<file path="config.mk">
export PLATFORM = sky130hd
export DESIGN_NAME = lookahead_iir_second_order
export DESIGN_NICKNAME = d
export VERILOG_FILES = /design/src/rtl/laiir_pkg.sv /design/src/rtl/laiir_regs.sv /design/src/rtl/laiir_mac.sv /design/src/rtl/lookahead_iir_second_order.sv
export SDC_FILE = /design/constraint.sdc
export NUM_CORES = 1
export LEC_CHECK = 0
export ABC_AREA = 1
export BUFFER_PORTS_ARGS = -buffer_cell sky130_fd_sc_hd__clkbuf_2
export CORE_ASPECT_RATIO = 0.5
export CORE_UTILIZATION = 45
export CTS_BUF_LIST = sky130_fd_sc_hd__clkbuf_8
export DETAILED_ROUTE_END_ITERATION = 12
export PLACE_DENSITY = 0.67
export SYNTH_ARGS = -nofsm -noshare
export SYNTH_HDL_FRONTEND = slang
export SYNTH_SLANG_ARGS = --single-unit
</file>
<file path="constraint.sdc">
create_clock -name aclk -period 8.7 [get_ports aclk]
set_input_delay 0 -clock aclk [delete_from_list [all_inputs] [get_ports aclk]]
set_output_delay 0 -clock aclk [all_outputs]
set_load 0.02 [all_outputs]
</file>
<file path="src/rtl/laiir_pkg.sv">
// Shared types, constants and register map of the lookahead second-order IIR filter.
// Used by every module of the filter; depends on nothing else.
package laiir_pkg;

    // Field and datapath widths.
    localparam int COEF_WIDTH     = 12;
    localparam int DATA_WIDTH     = 32;
    localparam int NUM_TAPS       = 3;
    localparam int NUM_REGS       = 7;
    localparam int REG_IDX_WIDTH  = 3;
    localparam int APB_ADDR_WIDTH = 5;
    localparam int APB_DATA_WIDTH = 32;
    localparam int STEP_WIDTH     = 3;

    // Defaults for the top-level parameters.
    localparam int SAMPLE_WIDTH_DEF  = 12;
    localparam int PRODUCT_SHIFT_DEF = 16;

    // Fixed scaling of the feedback sum and of the output.
    localparam int FEEDBACK_SHIFT = 5;
    localparam int OUTPUT_SHIFT   = 5;

    typedef logic signed [COEF_WIDTH-1:0] coef_t;
    typedef logic signed [DATA_WIDTH-1:0] word_t;
    typedef logic [REG_IDX_WIDTH-1:0]     reg_idx_t;

    // Register map indexes.
    localparam reg_idx_t REG_GAIN_CURRENT  = 3'd0;
    localparam reg_idx_t REG_FORWARD_TAP0  = 3'd1;
    localparam reg_idx_t REG_FORWARD_TAP1  = 3'd2;
    localparam reg_idx_t REG_FORWARD_TAP2  = 3'd3;
    localparam reg_idx_t REG_FEEDBACK_TAP0 = 3'd4;
    localparam reg_idx_t REG_FEEDBACK_TAP1 = 3'd5;
    localparam reg_idx_t REG_FEEDBACK_TAP2 = 3'd6;
    localparam reg_idx_t REG_LAST          = REG_FEEDBACK_TAP2;

    // Coefficient values after reset, in register map order.
    localparam coef_t COEF_RESET [NUM_REGS] = '{
        12'sd423, 12'sd1002, 12'sd735, 12'sd156, 12'sd0, -12'sd122, -12'sd149
    };

    // Control of the shared multiply-accumulate unit for one cycle.
    typedef struct packed {
        logic clear;       // zero both sums
        logic load;        // capture a new product
        logic accumulate;  // add the captured product to a sum in the cycle after it is captured
        logic to_feedback; // target the feedback sum, else the feed-forward sum
    } mac_ctrl_t;

endpackage

</file>
<file path="src/rtl/laiir_regs.sv">
// APB coefficient register file of the lookahead second-order IIR filter.
// Depends on laiir_pkg for the register map and reset values.
module laiir_regs (
    input  logic                                aclk,
    input  logic                                aresetn,
    input  logic                                psel,
    input  logic                                penable,
    input  logic                                pwrite,
    input  logic [laiir_pkg::APB_ADDR_WIDTH-1:0] paddr,
    input  logic [laiir_pkg::APB_DATA_WIDTH-1:0] pwdata,
    output logic [laiir_pkg::APB_DATA_WIDTH-1:0] prdata,
    output logic                                pready,
    output laiir_pkg::coef_t                    coef [laiir_pkg::NUM_REGS]
);

    laiir_pkg::coef_t    coef_reg [laiir_pkg::NUM_REGS];
    laiir_pkg::reg_idx_t reg_idx;
    logic                wr_en;

    // Registers sit on 32-bit word addresses.
    assign reg_idx = paddr[laiir_pkg::APB_ADDR_WIDTH-1:2];
    assign wr_en   = psel && penable && pwrite && pready;
    assign pready  = 1'b1;

    // Coefficient storage; writes beyond the last register are dropped.
    always_ff @(posedge aclk) begin
        if (!aresetn) begin
            for (int i = 0; i < laiir_pkg::NUM_REGS; i++) begin
                coef_reg[i] <= laiir_pkg::COEF_RESET[i];
            end
        end else if (wr_en && reg_idx <= laiir_pkg::REG_LAST) begin
            coef_reg[reg_idx] <= pwdata[laiir_pkg::COEF_WIDTH-1:0];
        end
    end

    // Read data is the sign-extended coefficient.
    always_comb begin
        prdata = '0;
        if (reg_idx <= laiir_pkg::REG_LAST) begin
            prdata = laiir_pkg::APB_DATA_WIDTH'(coef_reg[reg_idx]);
        end
    end

    assign coef = coef_reg;

endmodule

</file>
<file path="src/rtl/laiir_mac.sv">
// Shared multiply, shift and accumulate unit of the lookahead second-order IIR filter.
// Depends on laiir_pkg for word types and the control struct.
module laiir_mac #(
    parameter int PRODUCT_SHIFT = laiir_pkg::PRODUCT_SHIFT_DEF
) (
    input  logic                 aclk,
    input  logic                 aresetn,
    input  laiir_pkg::mac_ctrl_t ctrl,
    input  laiir_pkg::word_t     mul_a,
    input  laiir_pkg::coef_t     mul_b,
    output laiir_pkg::word_t     scaled,
    output laiir_pkg::word_t     fb_sum,
    output laiir_pkg::word_t     ff_sum
);

    localparam int FULL_WIDTH = laiir_pkg::DATA_WIDTH + laiir_pkg::COEF_WIDTH;

    logic signed [FULL_WIDTH-1:0] prod_full;
    laiir_pkg::word_t             prod_reg;
    laiir_pkg::word_t             fb_sum_reg;
    laiir_pkg::word_t             ff_sum_reg;
    logic                         acc_en_reg;
    logic                         acc_fb_reg;

    // Full signed product; only the low word is kept, as 32-bit wrapping does.
    assign prod_full = FULL_WIDTH'(mul_a) * FULL_WIDTH'(mul_b);

    // Scaled term of the captured product.
    assign scaled = prod_reg >>> PRODUCT_SHIFT;

    // Product register.
    always_ff @(posedge aclk) begin
        if (ctrl.load) begin
            prod_reg <= prod_full[laiir_pkg::DATA_WIDTH-1:0];
        end
    end

    // Accumulate the scaled product in the cycle after it was captured.
    always_ff @(posedge aclk) begin
        if (!aresetn) begin
            acc_en_reg <= 1'b0;
            acc_fb_reg <= 1'b0;
            fb_sum_reg <= '0;
            ff_sum_reg <= '0;
        end else begin
            acc_en_reg <= ctrl.load && ctrl.accumulate;
            acc_fb_reg <= ctrl.to_feedback;
            if (ctrl.clear) begin
                fb_sum_reg <= '0;
                ff_sum_reg <= '0;
            end else if (acc_en_reg) begin
                if (acc_fb_reg) begin
                    fb_sum_reg <= fb_sum_reg + scaled;
                end else begin
                    ff_sum_reg <= ff_sum_reg + scaled;
                end
            end
        end
    end

    assign fb_sum = fb_sum_reg;
    assign ff_sum = ff_sum_reg;

endmodule

</file>
<file path="src/rtl/lookahead_iir_second_order.sv">
// Top level of the lookahead second-order IIR filter: sequencer, delay line, ports.
// Depends on laiir_pkg, laiir_regs and laiir_mac.
//
//   Channel   Direction  Payload
//   s_*       in         s_tdata: sample_in (SAMPLE_WIDTH bits, signed), zero padded
//   m_*       out        m_tdata: sample_out (32 bits, signed)
//   APB       in/out     seven 12-bit signed coefficients at byte addresses 0x00..0x18
//
// Each sample passes through the states in order: an idle state that accepts the beat,
// then seven steps in which the single 32x12 multiplier forms the three feedback, three
// feed-forward and the gain product in turn, then an output state that forms the output beat.
// Reset clears the delay line and restores the coefficient reset values.
// A stalled output holds its beat; the next sample is accepted meanwhile and only
// its final step waits for the output register to free up.
module lookahead_iir_second_order #(
    parameter int SAMPLE_WIDTH  = laiir_pkg::SAMPLE_WIDTH_DEF,
    parameter int PRODUCT_SHIFT = laiir_pkg::PRODUCT_SHIFT_DEF
) (
    input  logic                                 aclk,
    input  logic                                 aresetn,
    // sample_in in bits [SAMPLE_WIDTH-1:0]
    input  logic                                 s_tvalid,
    output logic                                 s_tready,
    input  logic [((SAMPLE_WIDTH+7)/8)*8-1:0]    s_tdata,
    // sample_out in bits [31:0]
    output logic                                 m_tvalid,
    input  logic                                 m_tready,
    output logic [laiir_pkg::DATA_WIDTH-1:0]     m_tdata,
    input  logic                                 psel,
    input  logic                                 penable,
    input  logic                                 pwrite,
    input  logic [laiir_pkg::APB_ADDR_WIDTH-1:0] paddr,
    input  logic [laiir_pkg::APB_DATA_WIDTH-1:0] pwdata,
    output logic [laiir_pkg::APB_DATA_WIDTH-1:0] prdata,
    output logic                                 pready
);

    localparam logic [laiir_pkg::STEP_WIDTH-1:0] STEP_FF_FIRST = 3'd3;
    localparam logic [laiir_pkg::STEP_WIDTH-1:0] STEP_FORM_W   = 3'd4;
    localparam logic [laiir_pkg::STEP_WIDTH-1:0] STEP_GAIN     = 3'd6;

    typedef enum logic [1:0] {
        ST_IDLE,
        ST_RUN,
        ST_OUT
    } state_t;

    state_t                              state_reg;
    logic [laiir_pkg::STEP_WIDTH-1:0]    step_reg;
    logic signed [SAMPLE_WIDTH-1:0]      x_reg;
    laiir_pkg::word_t                    w_reg;
    laiir_pkg::word_t                    delay_reg [laiir_pkg::NUM_TAPS];
    logic                                m_valid_reg;
    laiir_pkg::word_t                    m_data_reg;

    laiir_pkg::coef_t                    coef [laiir_pkg::NUM_REGS];
    laiir_pkg::mac_ctrl_t                mac_ctrl;
    laiir_pkg::word_t                    mul_a;
    laiir_pkg::coef_t                    mul_b;
    laiir_pkg::word_t                    scaled;
    laiir_pkg::word_t                    fb_sum;
    laiir_pkg::word_t                    ff_sum;
    logic [1:0]                          tap_idx;
    logic                                is_feedback;
    logic                                in_beat;
    logic                                out_free;
    laiir_pkg::word_t                    y_sum;

    laiir_regs u_regs (
        .aclk    (aclk),
        .aresetn (aresetn),
        .psel    (psel),
        .penable (penable),
        .pwrite  (pwrite),
        .paddr   (paddr),
        .pwdata  (pwdata),
        .prdata  (prdata),
        .pready  (pready),
        .coef    (coef)
    );

    laiir_mac #(
        .PRODUCT_SHIFT (PRODUCT_SHIFT)
    ) u_mac (
        .aclk    (aclk),
        .aresetn (aresetn),
        .ctrl    (mac_ctrl),
        .mul_a   (mul_a),
        .mul_b   (mul_b),
        .scaled  (scaled),
        .fb_sum  (fb_sum),
        .ff_sum  (ff_sum)
    );

    assign s_tready = (state_reg == ST_IDLE);
    assign in_beat  = s_tvalid && s_tready;
    assign out_free = !m_valid_reg || m_tready;

    // Steps 0..2 are feedback terms, 3..5 feed-forward terms, 6 the gain term.
    assign is_feedback = (step_reg < STEP_FF_FIRST);
    assign tap_idx     = is_feedback ? step_reg[1:0] : 2'(step_reg - STEP_FF_FIRST);

    // Operand selection for the shared multiplier.
    always_comb begin
        if (step_reg == STEP_GAIN) begin
            mul_a = w_reg;
            mul_b = coef[laiir_pkg::REG_GAIN_CURRENT];
        end else if (is_feedback) begin
            mul_a = delay_reg[tap_idx];
            mul_b = coef[laiir_pkg::REG_FEEDBACK_TAP0 + laiir_pkg::reg_idx_t'(tap_idx)];
        end else begin
            mul_a = delay_reg[tap_idx];
            mul_b = coef[laiir_pkg::REG_FORWARD_TAP0 + laiir_pkg::reg_idx_t'(tap_idx)];
        end
    end

    // Sums are cleared on the input beat; the gain product is not accumulated.
    always_comb begin
        mac_ctrl.clear       = in_beat;
        mac_ctrl.load        = (state_reg == ST_RUN);
        mac_ctrl.accumulate  = (step_reg != STEP_GAIN);
        mac_ctrl.to_feedback = is_feedback;
    end

    assign y_sum = scaled + ff_sum;

    // Sequencer, intermediate value, delay line and output register.
    always_ff @(posedge aclk) begin
        if (!aresetn) begin
            state_reg   <= ST_IDLE;
            step_reg    <= '0;
            m_valid_reg <= 1'b0;
            for (int i = 0; i < laiir_pkg::NUM_TAPS; i++) begin
                delay_reg[i] <= '0;
            end
        end else begin
            // The output register fills when a result forms and empties on its beat.
            if (state_reg == ST_OUT && out_free) begin
                m_valid_reg <= 1'b1;
            end else if (m_valid_reg && m_tready) begin
                m_valid_reg <= 1'b0;
            end
            case (state_reg)
                ST_IDLE: begin
                    if (in_beat) begin
                        x_reg     <= s_tdata[SAMPLE_WIDTH-1:0];
                        step_reg  <= '0;
                        state_reg <= ST_RUN;
                    end
                end
                ST_RUN: begin
                    // The feedback sum is complete by the time step 4 runs.
                    if (step_reg == STEP_FORM_W) begin
                        w_reg <= laiir_pkg::DATA_WIDTH'(x_reg)
                                 + (fb_sum <<< laiir_pkg::FEEDBACK_SHIFT);
                    end
                    if (step_reg == STEP_GAIN) begin
                        state_reg <= ST_OUT;
                    end else begin
                        step_reg <= step_reg + 3'd1;
                    end
                end
                ST_OUT: begin
                    if (out_free) begin
                        m_data_reg   <= y_sum <<< laiir_pkg::OUTPUT_SHIFT;
                        delay_reg[2] <= delay_reg[1];
                        delay_reg[1] <= delay_reg[0];
                        delay_reg[0] <= w_reg;
                        step_reg     <= '0;
                        state_reg    <= ST_IDLE;
                    end
                end
                default: begin
                    state_reg <= ST_IDLE;
                end
            endcase
        end
    end

    assign m_tvalid = m_valid_reg;
    assign m_tdata  = m_data_reg;

endmodule

</file>
# Yosys cells after proc, flatten, opt, wreduce, memory -nomap -nowiden
# Memories as Yosys holds them, arrays and structs flattened.
# Cells that the tools add are included.
[totals]
reg_bits = 259
input_bits = 60
ramBits = 96
wordCells = 106
output_inout_bits = 67
memories = 1
[mem_list]
columns = ["name", "depth", "width", "rd", "rd_clocked_by_memory_dff", "wr", "line_no", "source"]
rows = [
  ["delay_reg", 3, 32, 3, 0, 3, "lookahead_iir_second_order.sv:52", "laiir_pkg::word_t delay_reg [laiir_pkg::NUM_TAPS];"],
]
[classes]
n_eq_ne = 9
n_addsub = 7
muxes = 35
bitwise_logic = 8
magnitude_cmp = 6
mul = 1
n_reduce_logical = 21
[ops]
columns = ["operator", "count"]
rows = [
  ["2-to-1 mux 32 bit", 5],
  ["binary-select mux 12 bit (select 3 bit)", 3],
  ["2-to-1 mux 12 bit", 9],
  ["bitwise mux 84 bit", 1],
  ["adder 32 x 16 -> 32 bit", 2],
  ["demux 12 bit (select 3 bit)", 1],
  ["adder 12 x 32 -> 32 bit", 1],
  ["multiplier 32 x 12 -> 32 bit", 1],
  [">= comparator 4 bit (second input constant)", 3],
  ["NOT 3 -> 4 bit", 3],
  ["AND reduction 3 bit", 4],
  ["2-to-1 mux 3 bit", 3],
  ["one-hot mux 3 bit (3 select lines)", 1],
  ["logical AND 1 bit", 8],
  ["2-to-1 mux 2 bit", 4],
  ["2-to-1 mux 1 bit", 7],
  ["equality test 3 bit (second input constant)", 2],
  ["inequality test 2 bit (second input constant)", 3],
  ["one-hot mux 2 bit (3 select lines)", 1],
  ["< comparator 4 x 1 -> 1 bit (second input constant)", 1],
  ["AND reduction 2 bit", 2],
  ["AND reduction 4 bit", 1],
  ["adder 1 x 2 -> 3 bit (first input constant)", 1],
  ["adder 3 x 1 -> 3 bit (second input constant)", 1],
  ["other kinds (16)", 19],
]

# Longest topological paths before layout
# Gate-level depths: netlist of run 1.
[logic_depth]
depth_word = 10
mapped_depth = 44

# By module
# Synthesis of run 1 repeated with hierarchy kept, for this count alone.
[hier_totals]
hier_cells = 5016
hier_area_um2 = 34031.4
[by_module_without_submodules]
columns = ["module", "seq_area_each_um2", "area_per_inst_um2", "cells_each", "instances"]
rows = [
  ["laiir_mac", 1801.7, 17320.4, 2589, 1],
  ["lookahead_iir_second_order", 5134.9, 12395.6, 1721, 1],
  ["laiir_regs", 1681.6, 4315.4, 706, 1],
]

# Least setup slack after synthesis of run 1
# OpenSTA, ideal clock, no wires.
[synth_path]
path_kind = "register to register"
from = "reg step_reg[0] in the netlist's numbering"
to = "reg u_mac.prod_reg[28] (data pin)"
stages_incl_launch_ff = 33
n_path_buf = 3
t_arrival_ns = 6.371
setup_slack_ns = 2.071
period_less_slack_ns = 6.629
path_cell_list = "dfxtp_1 inv_2 ha_1 inv_1 o21ai_2 nand2_2 buf_2 buf_2 buf_1 o211ai_1 o211ai_1 o21ai_2 inv_1 nor2_1 fa_1 fa_1 inv_1 fa_1 inv_1 fa_1 inv_1 fa_1 inv_1 ha_1 a21oi_1 o21ai_0 a21o_1 a21oi_1 inv_1 nand3_1 o2111ai_1 a31oi_1 xnor2_1"
[synth_between]
elab_chain_cells = 10
word_cells_on_any_way = 19
[synth_lines]
columns = ["item", "line_no", "source"]
rows = [
  ["start: declaration", "lookahead_iir_second_order.sv:49", "logic [laiir_pkg::STEP_WIDTH-1:0] step_reg;"],
  ["start signal: assignment", "lookahead_iir_second_order.sv:160", "step_reg <= step_reg + 3'd1;"],
  ["< comparator 3 x 2 -> 1 bit / subtractor 2 bit (equally long branches)", "lookahead_iir_second_order.sv:100, lookahead_iir_second_order.sv:101", ""],
  ["2-to-1 mux 2 bit", "lookahead_iir_second_order.sv:101", "assign tap_idx = is_feedback ? step_reg[1:0] : 2'(step_reg - STEP_FF_FIRST);"],
  ["adder 3 x 2 -> 3 bit / adder 1 x 2 -> 3 bit (equally long branches)", "lookahead_iir_second_order.sv:110, lookahead_iir_second_order.sv:113", ""],
  ["NOT 3 -> 4 bit (on tied branches)", "lookahead_iir_second_order.sv:110, lookahead_iir_second_order.sv:113", ""],
  ["binary-select mux 12 bit (select 3 bit) (on tied branches)", "lookahead_iir_second_order.sv:110, lookahead_iir_second_order.sv:113", ""],
  ["2-to-1 mux 12 bit (on tied branches) (2 in a row)", "lookahead_iir_second_order.sv:110, lookahead_iir_second_order.sv:113", ""],
  ["2-to-1 mux 12 bit", "lookahead_iir_second_order.sv:108", "end else if (is_feedback) begin"],
  ["2-to-1 mux 12 bit", "lookahead_iir_second_order.sv:105", "if (step_reg == STEP_GAIN) begin"],
  ["multiplier 32 x 12 -> 32 bit *", "laiir_mac.sv:26", "assign prod_full = FULL_WIDTH'(mul_a) * FULL_WIDTH'(mul_b);"],
  ["net u_mac.prod_full[28]", "laiir_mac.sv:18", "logic signed [FULL_WIDTH-1:0] prod_full;"],
  ["end signal: assignment", "laiir_mac.sv:34", "prod_reg <= prod_full[laiir_pkg::DATA_WIDTH-1:0];"],
  ["end: declaration", "laiir_mac.sv:19", "laiir_pkg::word_t prod_reg;"],
]
# The timed path passes the listed nets; every way through them passes the cells marked *. The select of a mux whose other input is x is not followed.
# A chain may end at the register's enable or synchronous reset.

# Worst setup path in the final report of run 1
[layout_path]
from = "reg step_reg[2] in the netlist's numbering"
to = "reg u_mac.prod_reg[28] (data pin)"
[layout_between]
elab_chain_cells = 10
word_cells_on_any_way = 18
[layout_lines]
columns = ["item", "line_no", "source"]
rows = [
  ["< comparator 3 x 2 -> 1 bit", "lookahead_iir_second_order.sv:100", "assign is_feedback = (step_reg < STEP_FF_FIRST);"],
  ["2-to-1 mux 2 bit", "lookahead_iir_second_order.sv:101", ""],
  ["adder 3 x 2 -> 3 bit / adder 1 x 2 -> 3 bit (equally long branches)", "lookahead_iir_second_order.sv:110, lookahead_iir_second_order.sv:113", ""],
  ["NOT 3 -> 4 bit (on tied branches)", "lookahead_iir_second_order.sv:110, lookahead_iir_second_order.sv:113", ""],
  ["binary-select mux 12 bit (select 3 bit) (on tied branches)", "lookahead_iir_second_order.sv:110, lookahead_iir_second_order.sv:113", ""],
  ["2-to-1 mux 12 bit (on tied branches) (2 in a row)", "lookahead_iir_second_order.sv:110, lookahead_iir_second_order.sv:113", ""],
  ["2-to-1 mux 12 bit", "lookahead_iir_second_order.sv:108", ""],
  ["2-to-1 mux 12 bit", "lookahead_iir_second_order.sv:105", ""],
  ["multiplier 32 x 12 -> 32 bit *", "laiir_mac.sv:26", ""],
  ["net u_mac.prod_full[28]", "laiir_mac.sv:18", ""],
]
# Marks and branches as above.

==> flow_summary.json, run 1 <==
{
  "run_status": "finished, final reports clean",
  "critical-path-max-stage-delay_ps": 610,
  "clock_sink_count": 329,
  "leading_cell_types_by_count_after_synthesis": "sky130_fd_sc_hd__nand2_1, sky130_fd_sc_hd__inv_1, sky130_fd_sc_hd__nor2_1",
  "synth_top_cells_by_area": "sky130_fd_sc_hd__edfxtp_1, sky130_fd_sc_hd__fa_1, sky130_fd_sc_hd__dfxtp_1",
  "fp.coreArea_um2": 59900,
  "fp.dieW_um": 352,
  "cp_num_buf_inv": 7,
  "avgViaCountPerCell": 5.24,
  "final.setup_skew_ps": 68.8,
  "grt_start_max_net_pins": 97,
  "wire_length_of_the_first_global_routing_pass_um": 119000,
  "synth-async-reset-ratio_pct": 0,
  "syn-instance-count": 3449,
  "drive_above_1_share_pct": 7.43,
  "numCtsBuffers": 48,
  "start_point_of_the_worst_min_delay_path": "s_tdata[0]",
  "worstReg2RegStart": "step_reg[2]$_SDFFE_PN0P_",
  "clk_path_buf_depth": 3,
  "num_antenna_cells": 0,
  "critical_path.max_fanout": 33,
  "critPathSlowestCell": "sky130_fd_sc_hd__nand2_2",
  "worstPathArrival_ps": 8310,
  "number_of_flip_flops_in_the_largest_register": 96,
  "max_cap_violations": 0,
  "combinationalPowerShare_pct": 61.2,
  "clk_pin_slew_ps": 70,
  "path_class": "register to register",
  "die_height_um": 177,
  "hpwl_um": 54400,
  "initial_core_util_pct": 46.0,
  "vias_in_the_first_global_route": 22100,
  "fp.dieArea_um2": 62300,
  "crit_path_from": "step_reg[2]$_SDFFE_PN0P_",
  "post-synth-top-count-cell": "sky130_fd_sc_hd__nand2_1",
  "synth_top_area_share_pct": 19.9,
  "netlist.top_cell.by_area": "sky130_fd_sc_hd__edfxtp_1",
  "finalSetupViolCount": 0,
  "layout-area-overhead-vs-synth_pct": 8.95,
  "detailedRoute.firstPassIterationCount": 6,
  "route.detailed.drc": 0,
  "timing.final.max_slew_violations": 0,
  "hold_viol": 0,
  "final_weighted_congestion_in_routability_driven_placement": 0.888,
  "grtUsageTotal_pct": 24.0,
  "cp-end-kind": "register",
  "critical_path.most_common_cell": "sky130_fd_sc_hd__inv_1",
  "path_delay_family": "adder cells",
  "insertion_delay_ps": 660,
  "powerDensity_nw_per_um2": 278,
  "yosys_synthesis_warning_count": 0,
  "cts.root.buffer_cell": "sky130_fd_sc_hd__clkbuf_8",
  "synth_top_flop_cell": "sky130_fd_sc_hd__edfxtp_1",
  "cts_max_level": 2,
  "tritoncts": "done",
  "power_switching_share_pct": 48.3,
  "critical_path_required_ps": 9040,
  "share_of_total_power_in_the_clock_network_pct": 15.5,
  "portBuffers": 94,
  "seq_area_frac_synth_pct": 30.5,
  "critical_path.startpoint_type": "register",
  "synth.ff_latch_count": 329,
  "synth.avg_cell_area_um2": 7.99,
  "max-vdd-ir-drop_mv": 0.260,
  "timing.slew.headroom_pct": 14.6,
  "power_mw": 8.36,
  "synth_edf_count": 183,
  "design.portCount": 127,
  "drt-total-wl_um": 74200,
  "cts_repair_resize_count": 0,
  "grt_antenna_before_repair": 0,
  "hold_path.class": "input pin to register",
  "setup-tns-final_ps": 0,
  "fmax_mhz": 125,
  "post_synth_instance_area_um2": 27600,
  "detailroute.via_count": 23000,
  "nNetsFinal": 3978,
  "timing.final.crit_share_pct": 91.6,
  "drt-initial-drc-count": 2091,
  "cts_hold_buffers": 30,
  "placement_rows": 63,
  "grt_setup_unrepaired": "no",
  "static-leakage-power_nw": 14.2,
  "max_slew.worst_pin.slew_ps": 1280,
  "postRouteAntennaNets": 0,
  "post_drt_wl_per_cell_um": 16.9,
  "postCtsSetupBuffers": 0,
  "p_int_mw": 4.32,
  "synth_cell_types": 53,
  "netSwitchingPower_mw": 4.04,
  "grt.overflow.total": 0,
  "share_seq_of_total_power_pct": 23.3,
  "minimum_clock_period_ps": 7970,
  "layout.core_utilization_pct": 50.1
}
path summary, 6_finish.rpt:
check / end / slack (ps) / cells past startpoint
setup / recovery: u_mac.prod_reg[28]$_DFFE_PP_ / 730 / 29
hold / removal: x_reg[0]$_DFFE_PP_ / 100 / 2
hold reg to reg: w_reg[4]$_DFFE_PP_ / 430 / 0
setup reg to reg: u_mac.prod_reg[28]$_DFFE_PP_ / 730 / 29
per-stage QoR:
stage	instances	hold slack [ps]	setup slack (ps)	cell area, µm²
3_5_place_dp	4257	179	900	28800
6_report	4377	103	729	30000
3_3_place_gp	4257	176	921	28800
5_1_grt	4377	80.3	210	30000
4_1_cts	4377	47.0	833	30000
2_1_floorplan	3453	98.9	2070	27600
kinds of logic after synthesis:
family / synth area share (%)
adder cells (fa/ha/maj): 24.4
buffers and inverters: 11.6
AO/OA/AOI/OAI: 11.8
AND/OR/NAND/NOR: 18.9
XOR/XNOR: 2.76
flip-flops: 30.5
other: 0.0272
cell usage in the layout (no fill, tap or decap), types with 53 or more instances in the layout:
cell	instances
sky130_fd_sc_hd__dfxtp_1	146
sky130_fd_sc_hd__o21ai_0	158
sky130_fd_sc_hd__nand2_1	664
sky130_fd_sc_hd__edfxtp_1	183
sky130_fd_sc_hd__xor2_1	53
sky130_fd_sc_hd__nor2_1	379
sky130_fd_sc_hd__o211ai_1	73
sky130_fd_sc_hd__nand3_1	178
sky130_fd_sc_hd__a21oi_1	188
sky130_fd_sc_hd__clkbuf_2	94
sky130_fd_sc_hd__clkbuf_8	55
sky130_fd_sc_hd__inv_1	667
sky130_fd_sc_hd__ha_1	152
sky130_fd_sc_hd__fa_1	241
worst register-to-register path: cells and delay by family (launching register included):
| family | cells | cell delay [ps] |
|---|---|---|
| flip-flops | 1 | 460 |
| AND/OR/NAND/NOR | 9 | 2300 |
| XOR/XNOR | 1 | 110 |
| buffers and inverters | 7 | 690 |
| adder cells (fa/ha/maj) | 6 | 2860 |
| AO/OA/AOI/OAI | 6 | 1240 |
final cells by class:
cell class	instances	area, µm²
Sequential cell	329	8420
Tap cell	812	1020
Timing Repair Buffer	163	1110
Inverter	669	2510
Multi-Input combinational cell	2314	16000
Clock buffer	55	757
Fill cell	5724	29900
Clock inverter	35	216
power groups by stage:
stage	clock (mW)	combinational [mW]	sequential, mW
3_5_place_dp	0	4.94	1.97
4_1_cts	1.32	5.08	1.94
5_1_grt	1.39	5.80	1.95
2_1_floorplan	0	3.54	1.95
3_3_place_gp	0	4.94	1.98
6_report	1.30	5.12	1.94
per-layer routing:
layer / wire length, µm / GRT usage (%) / up-vias / part of all wire (%)
li1: - / - / 11100 / -
met1: 33900 / 34.3 / 10900 / 46
met2: 32000 / 37.1 / 865 / 43
met3: 6290 / 4.61 / 149 / 8.5
met4: 1950 / 6.84 / 0 / 2.6
met5: 0 / 0 / - / 0
No activity file was read; power rests on OpenSTA's default activity.
==> inputs of run 2 (changes only) <==
==> constraint.sdc (replaced) <==
create_clock -name aclk -period 7.7 [get_ports aclk]
set_input_delay 0 -clock aclk [delete_from_list [all_inputs] [get_ports aclk]]
set_output_delay 0 -clock aclk [all_outputs]
set_load 0.02 [all_outputs]
==> run 2 against run 1 <==
Global-route usage grew 0.52 points. Die area is the same. Combinational power grew 16%. Non-clock buffer count grew 38. Sequential cell count is the same. Critical path depth grew 4. Fmax grew 9.8%. Cell area grew 1.3%. Critical path type unchanged.
==> flow_summary.json, run 2 (same netlist as run 1, synthesis figures left out) <==
{
  "powerDensity_nw_per_um2": 315,
  "clock_sink_count": 329,
  "share_of_total_power_in_the_clock_network_pct": 15.2,
  "detailroute.via_count": 23100,
  "final_weighted_congestion_in_routability_driven_placement": 0.902,
  "max-vdd-ir-drop_mv": 0.269,
  "avgViaCountPerCell": 5.23,
  "drt-initial-drc-count": 2028,
  "wire_length_of_the_first_global_routing_pass_um": 122000,
  "reg2reg_slack_ps": 440,
  "num_antenna_cells": 0,
  "critical_path.startpoint_type": "register",
  "insertion_delay_ps": 660,
  "final-instance-count-excl-fill": 4415,
  "layout.core_utilization_pct": 50.8,
  "timing.rr.end": "u_mac.prod_reg[28]$_DFFE_PP_",
  "timing.final.max_slew_violations": 0,
  "fp.coreArea_um2": 59900,
  "placed_cells_incl_taps": 4294,
  "fmax_mhz": 138,
  "layout_commonest_cell": "sky130_fd_sc_hd__inv_1",
  "critPathSlowestCell": "sky130_fd_sc_hd__fa_1",
  "postRouteAntennaNets": 0,
  "clk_path_buf_depth": 3,
  "tritoncts": "done",
  "path_delay_family": "adder cells",
  "cts_max_level": 2,
  "nNetsFinal": 4018,
  "layout_setup_ws_ps": 443,
  "grt_start_max_net_pins": 81,
  "fin_area_um2": 30400,
  "critical_path_required_ps": 8050,
  "timing.slew.headroom_pct": 15.6,
  "clk_pin_slew_ps": 70,
  "static-leakage-power_nw": 14.4,
  "numCtsBuffers": 49,
  "netSwitchingPower_mw": 4.57,
  "mostFrequentLayoutCells": "sky130_fd_sc_hd__inv_1, sky130_fd_sc_hd__nand2_1, sky130_fd_sc_hd__nor2_1, sky130_fd_sc_hd__fa_1, sky130_fd_sc_hd__a21oi_1",
  "postCtsSetupBuffers": 0,
  "minimum_clock_period_ps": 7260,
  "final.setup_skew_ps": 53.6,
  "fin_worst_hold_slack_ps": 95.1,
  "multi_input_area_um2": 16000,
  "combinationalPowerShare_pct": 61.8,
  "max_cap_violations": 0,
  "cts.root.buffer_cell": "sky130_fd_sc_hd__clkbuf_8",
  "grt.overflow.total": 0,
  "timing.final.crit_share_pct": 94.3,
  "portBuffers": 94,
  "power_mw": 9.59,
  "grt_antenna_before_repair": 0,
  "start_point_of_the_worst_min_delay_path": "s_tdata[1]",
  "hold_viol": 0,
  "fp.dieArea_um2": 62300,
  "power_switching_share_pct": 47.7,
  "r2r.worst_path.cells": 33,
  "cp_num_buf_inv": 11,
  "die_height_um": 177,
  "post_drt_wl_per_cell_um": 17.1,
  "run_status": "finished, final reports clean",
  "cp-end-kind": "register",
  "pre_cts_slack_ps": 308,
  "drt-total-wl_um": 75600,
  "critical_path.max_fanout": 39,
  "grt_setup_unrepaired": "no",
  "p_int_mw": 5.01,
  "drive_above_1_share_pct": 8.49,
  "number_of_flip_flops_in_the_largest_register": 96,
  "placement_rows": 63,
  "hold_end": "x_reg[1]$_DFFE_PP_",
  "vias_in_the_first_global_route": 22600,
  "dpl_cell_area_um2": 29100,
  "share_seq_of_total_power_pct": 23.0,
  "worstReg2RegStart": "step_reg[1]$_SDFFE_PN0P_",
  "critical-path-max-stage-delay_ps": 550,
  "worstPathArrival_ps": 7600,
  "route.detailed.drc": 0,
  "max_slew.worst_pin.slew_ps": 1260,
  "setup-tns-final_ps": 0,
  "design.portCount": 127,
  "critical_path.most_common_cell": "sky130_fd_sc_hd__inv_1",
  "grtUsageTotal_pct": 24.6,
  "whs_path_depth": 2,
  "sequential_cell_area_um2": 8420,
  "fp.dieW_um": 352,
  "hold_path.class": "input pin to register",
  "detailedRoute.firstPassIterationCount": 5,
  "layout-area-overhead-vs-synth_pct": 10.4,
  "hpwl_um": 56100,
  "path_class": "register to register",
  "initial_core_util_pct": 46.0,
  "finalSetupViolCount": 0,
  "fillCellCount": 5752
}
-- run 2: changes by cell type in the layout (fill, tap and decap cells not counted), sizes merged --
| cell | before | now |
|---|---|---|
| clkbuf | 149 | 147 |
| buf | 39 | 76 |
| inv | 681 | 680 |
| clkinvlp | 0 | 2 |
| clkinv | 21 | 22 |
| dlygate4sd3 | 30 | 31 |
-- run 2: how the worst max path moves through the flow --
| stage | start | end | slack (ps) | depth (start not counted) |
|---|---|---|---|---|
| after detailed placement | step_reg[0]$_SDFFE_PN0P_ | u_mac.prod_reg[31]$_DFFE_PP_ | 310 | 33 |
| after global placement | step_reg[0]$_SDFFE_PN0P_ | u_mac.prod_reg[31]$_DFFE_PP_ | 350 | 33 |
| after CTS | step_reg[0]$_SDFFE_PN0P_ | u_mac.prod_reg[31]$_DFFE_PP_ | 210 | 33 |
| final | step_reg[1]$_SDFFE_PN0P_ | u_mac.prod_reg[28]$_DFFE_PP_ | 440 | 33 |
| after global routing | step_reg[0]$_SDFFE_PN0P_ | u_mac.prod_reg[28]$_DFFE_PP_ | 120 | 33 |
| after floorplan | step_reg[0]$_SDFFE_PN0P_ | u_mac.prod_reg[28]$_DFFE_PP_ | 1070 | 32 |
-- run 2: layer usage --
| metal | track usage [%] | part of all wire, % | vias to the layer above |
|---|---|---|---|
| li1 | - | - | 11200 |
| met1 | 35.0 | 46 | 11000 |
| met2 | 39.0 | 44 | 857 |
| met3 | 4.18 | 7.6 | 122 |
| met4 | 5.93 | 2.2 | 0 |
| met5 | 0 | 0 | - |
-- run 2: area by class of cell --
type / instances / area share [%]
multi-input cells: 2314 / 52.6
flip-flops and latches: 329 / 27.7
inverters: 669 / 8.27
repair buffers: 201 / 4.94
well taps: 812 / 3.34
clock buffers: 53 / 2.40
clock inverters: 36 / 0.748
repair inverters: 1 / 0.0247
-- run 2: power by group through the flow --
stage               combinational (mW)  clock, mW  sequential, mW
floorplan                         4.00          0            2.20
global placement                  5.76          0            2.24
detailed placement                5.75          0            2.23
CTS                               5.91       1.48            2.20
global route                      6.72       1.57            2.21
finish                            5.93       1.45            2.20
-- run 2: timing repair --
item / in CTS / in global routing
resized for setup: 0 / 8
hold buffers: 31 / 0
endpoints found under the hold margin: 102 / 0
setup endpoints to repair: 0 / 2
==> inputs of run 3 (changes only) <==
--- a/config.mk
+++ b/config.mk
@@ -11,7 +11,7 @@
 export CORE_UTILIZATION = 45
 export CTS_BUF_LIST = sky130_fd_sc_hd__clkbuf_8
 export DETAILED_ROUTE_END_ITERATION = 12
-export PLACE_DENSITY = 0.67
+export PLACE_DENSITY = 0.71
 export SYNTH_ARGS = -nofsm -noshare
 export SYNTH_HDL_FRONTEND = slang
 export SYNTH_SLANG_ARGS = --single-unit
==> run 3 against run 2 <==
Routed wire length shrank 1.7%. Final cell count about the same. Highest routed layer unchanged. Sequential cell count did not move. Largest power group unchanged. Critical path type unchanged. Clock power rose by 12%. Fmax is essentially flat. Via count grew 1.2%. Critical endpoint is now u_mac.prod_reg[31]$_DFFE_PP_.
==> flow_summary.json, run 3 (same netlist as run 1, synthesis figures left out) <==
{
  "drt-initial-drc-count": 2004,
  "worstReg2RegStart": "step_reg[1]$_SDFFE_PN0P_",
  "wl_met1_um": 32800,
  "die_height_um": 177,
  "vias_in_the_first_global_route": 22800,
  "critical_path.most_common_cell": "sky130_fd_sc_hd__inv_1",
  "timing.final.crit_share_pct": 94.3,
  "final.setup_skew_ps": 85.4,
  "fillCellCount": 5703,
  "placement_rows": 63,
  "static-leakage-power_nw": 14.5,
  "drive_above_1_share_pct": 8.55,
  "insertion_delay_ps": 680,
  "fmax_mhz": 138,
  "max_cap_violations": 0,
  "tritoncts": "done",
  "final_weighted_congestion_in_routability_driven_placement": 0.912,
  "layout-area-overhead-vs-synth_pct": 10.8,
  "r2r.worst_path.cells": 34,
  "path_class": "register to register",
  "fp.dieArea_um2": 62300,
  "wire_length_of_the_first_global_routing_pass_um": 120000,
  "post_drt_wl_per_cell_um": 16.8,
  "design.portCount": 127,
  "number_of_flip_flops_in_the_largest_register": 96,
  "start_point_of_the_worst_min_delay_path": "psel",
  "wl_met2_um": 33300,
  "detailedRoute.firstPassIterationCount": 5,
  "powerDensity_nw_per_um2": 316,
  "critical-path-max-stage-delay_ps": 530,
  "cts_max_level": 2,
  "clk_pin_slew_ps": 70,
  "timing.slew.headroom_pct": 19.8,
  "hold_path.class": "input pin to register",
  "detailroute.via_count": 23400,
  "layout_commonest_cell": "sky130_fd_sc_hd__inv_1",
  "grt_start_max_net_pins": 81,
  "critical_path_required_ps": 8030,
  "max-vdd-ir-drop_mv": 0.268,
  "cp-end-kind": "register",
  "max_slew.worst_pin.slew_ps": 1200,
  "timing.rr.end": "u_mac.prod_reg[31]$_DFFE_PP_",
  "whs_path_depth": 5,
  "fin_area_um2": 30500,
  "routed-wl-met3_um": 6530,
  "setup-tns-final_ps": 0,
  "critical_path.max_fanout": 36,
  "grt_antenna_before_repair": 1,
  "postRouteAntennaNets": 0,
  "avgViaCountPerCell": 5.29,
  "fp.coreArea_um2": 59900,
  "fp.dieW_um": 352,
  "clk_path_buf_depth": 3,
  "top_layer_used": "met4",
  "hold_viol": 0,
  "grt.overflow.total": 0,
  "finalSetupViolCount": 0,
  "critPathSlowestCell": "sky130_fd_sc_hd__fa_1",
  "cts.root.buffer_cell": "sky130_fd_sc_hd__clkbuf_8",
  "initial_core_util_pct": 46.0,
  "nNetsFinal": 4016,
  "minimum_clock_period_ps": 7260,
  "worstPathArrival_ps": 7600,
  "dpl_cell_area_um2": 29100,
  "num_antenna_cells": 0,
  "mostFrequentLayoutCells": "sky130_fd_sc_hd__inv_1, sky130_fd_sc_hd__nand2_1, sky130_fd_sc_hd__nor2_1, sky130_fd_sc_hd__fa_1, sky130_fd_sc_hd__a21oi_1",
  "clock_sink_count": 329,
  "hold_end": "u_regs.coef[27]$_SDFFE_PN0P_",
  "drt-total-wl_um": 74400,
  "hpwl_um": 55500,
  "portBuffers": 94,
  "run_status": "finished, final reports clean",
  "grtUsageTotal_pct": 24.1,
  "route.detailed.drc": 0,
  "timing.final.max_slew_violations": 0,
  "reg2reg_slack_ps": 440,
  "grt_setup_unrepaired": "no",
  "numCtsBuffers": 49,
  "critical_path.startpoint_type": "register"
}
-- run 3: final cells by class --
cell class,count,area (µm²),share of cell area (%)
clock buffer,55,757,2.48
clock inverter,37,332,1.09
multi-input combinational,2314,16000,52.4
timing repair buffer,200,1490,4.88
inverter,669,2520,8.26
tap,812,1020,3.33
sequential,329,8420,27.6
-- run 3: layer usage --
layer / vias to the layer above / global-route usage (%)
met5: - / 0
met4: 0 / 6.60
met3: 146 / 4.88
met2: 895 / 39.0
met1: 11200 / 33.0
li1: 11100 / -
-- run 3: through the flow --
step | hold slack [ps] | utilization [%] | power (mW) | instances | setup WS [ps]
2_1_floorplan | 98.9 | - | 6.20 | 3453 | 1070
3_3_place_gp | 176 | 48.6 | 7.87 | 4292 | 325
3_5_place_dp | 179 | 48.6 | 7.85 | 4292 | 262
4_1_cts | 18.5 | 50.9 | 9.63 | 4414 | 190
5_1_grt | 76.1 | 51.0 | 10.5 | 4416 | 14.3
6_report | 53.0 | 51.0 | 9.66 | 4416 | 436
-- run 3: repair_timing --
action                                  CTS  global route
hold buffers                             30             0
endpoints found under the hold margin   101             0
setup buffers                             0             2
resized for setup                         0            10
endpoints found under the setup margin    0             4
-- run 3: critical path: cells and delay by family, from the launching register on --
kind	cells	cell delay, ps
DFF	1	360
and+or+nand+nor	12	1470
buffers and inverters	10	1150
adders and majority gates	7	3090
AOI/OAI and AO/OA	5	830
-- run 3: worst max path at each step --
stage | startpoint | end | slack (ps) | cells past startpoint
after floorplan | step_reg[0]$_SDFFE_PN0P_ | u_mac.prod_reg[28]$_DFFE_PP_ | 1070 | 32
after global placement | step_reg[0]$_SDFFE_PN0P_ | u_mac.prod_reg[31]$_DFFE_PP_ | 320 | 38
after detailed placement | step_reg[0]$_SDFFE_PN0P_ | u_mac.prod_reg[31]$_DFFE_PP_ | 260 | 35
after CTS | step_reg[0]$_SDFFE_PN0P_ | u_mac.prod_reg[31]$_DFFE_PP_ | 190 | 38
after global routing | step_reg[1]$_SDFFE_PN0P_ | u_mac.prod_reg[31]$_DFFE_PP_ | 10 | 41
final | step_reg[1]$_SDFFE_PN0P_ | u_mac.prod_reg[31]$_DFFE_PP_ | 440 | 34
-- run 3: report_power, final --
group          internal [mW]  switching (mW)
Clock                  0.866           0.757
Sequential              2.11          0.0871
Combinational           2.13            3.71
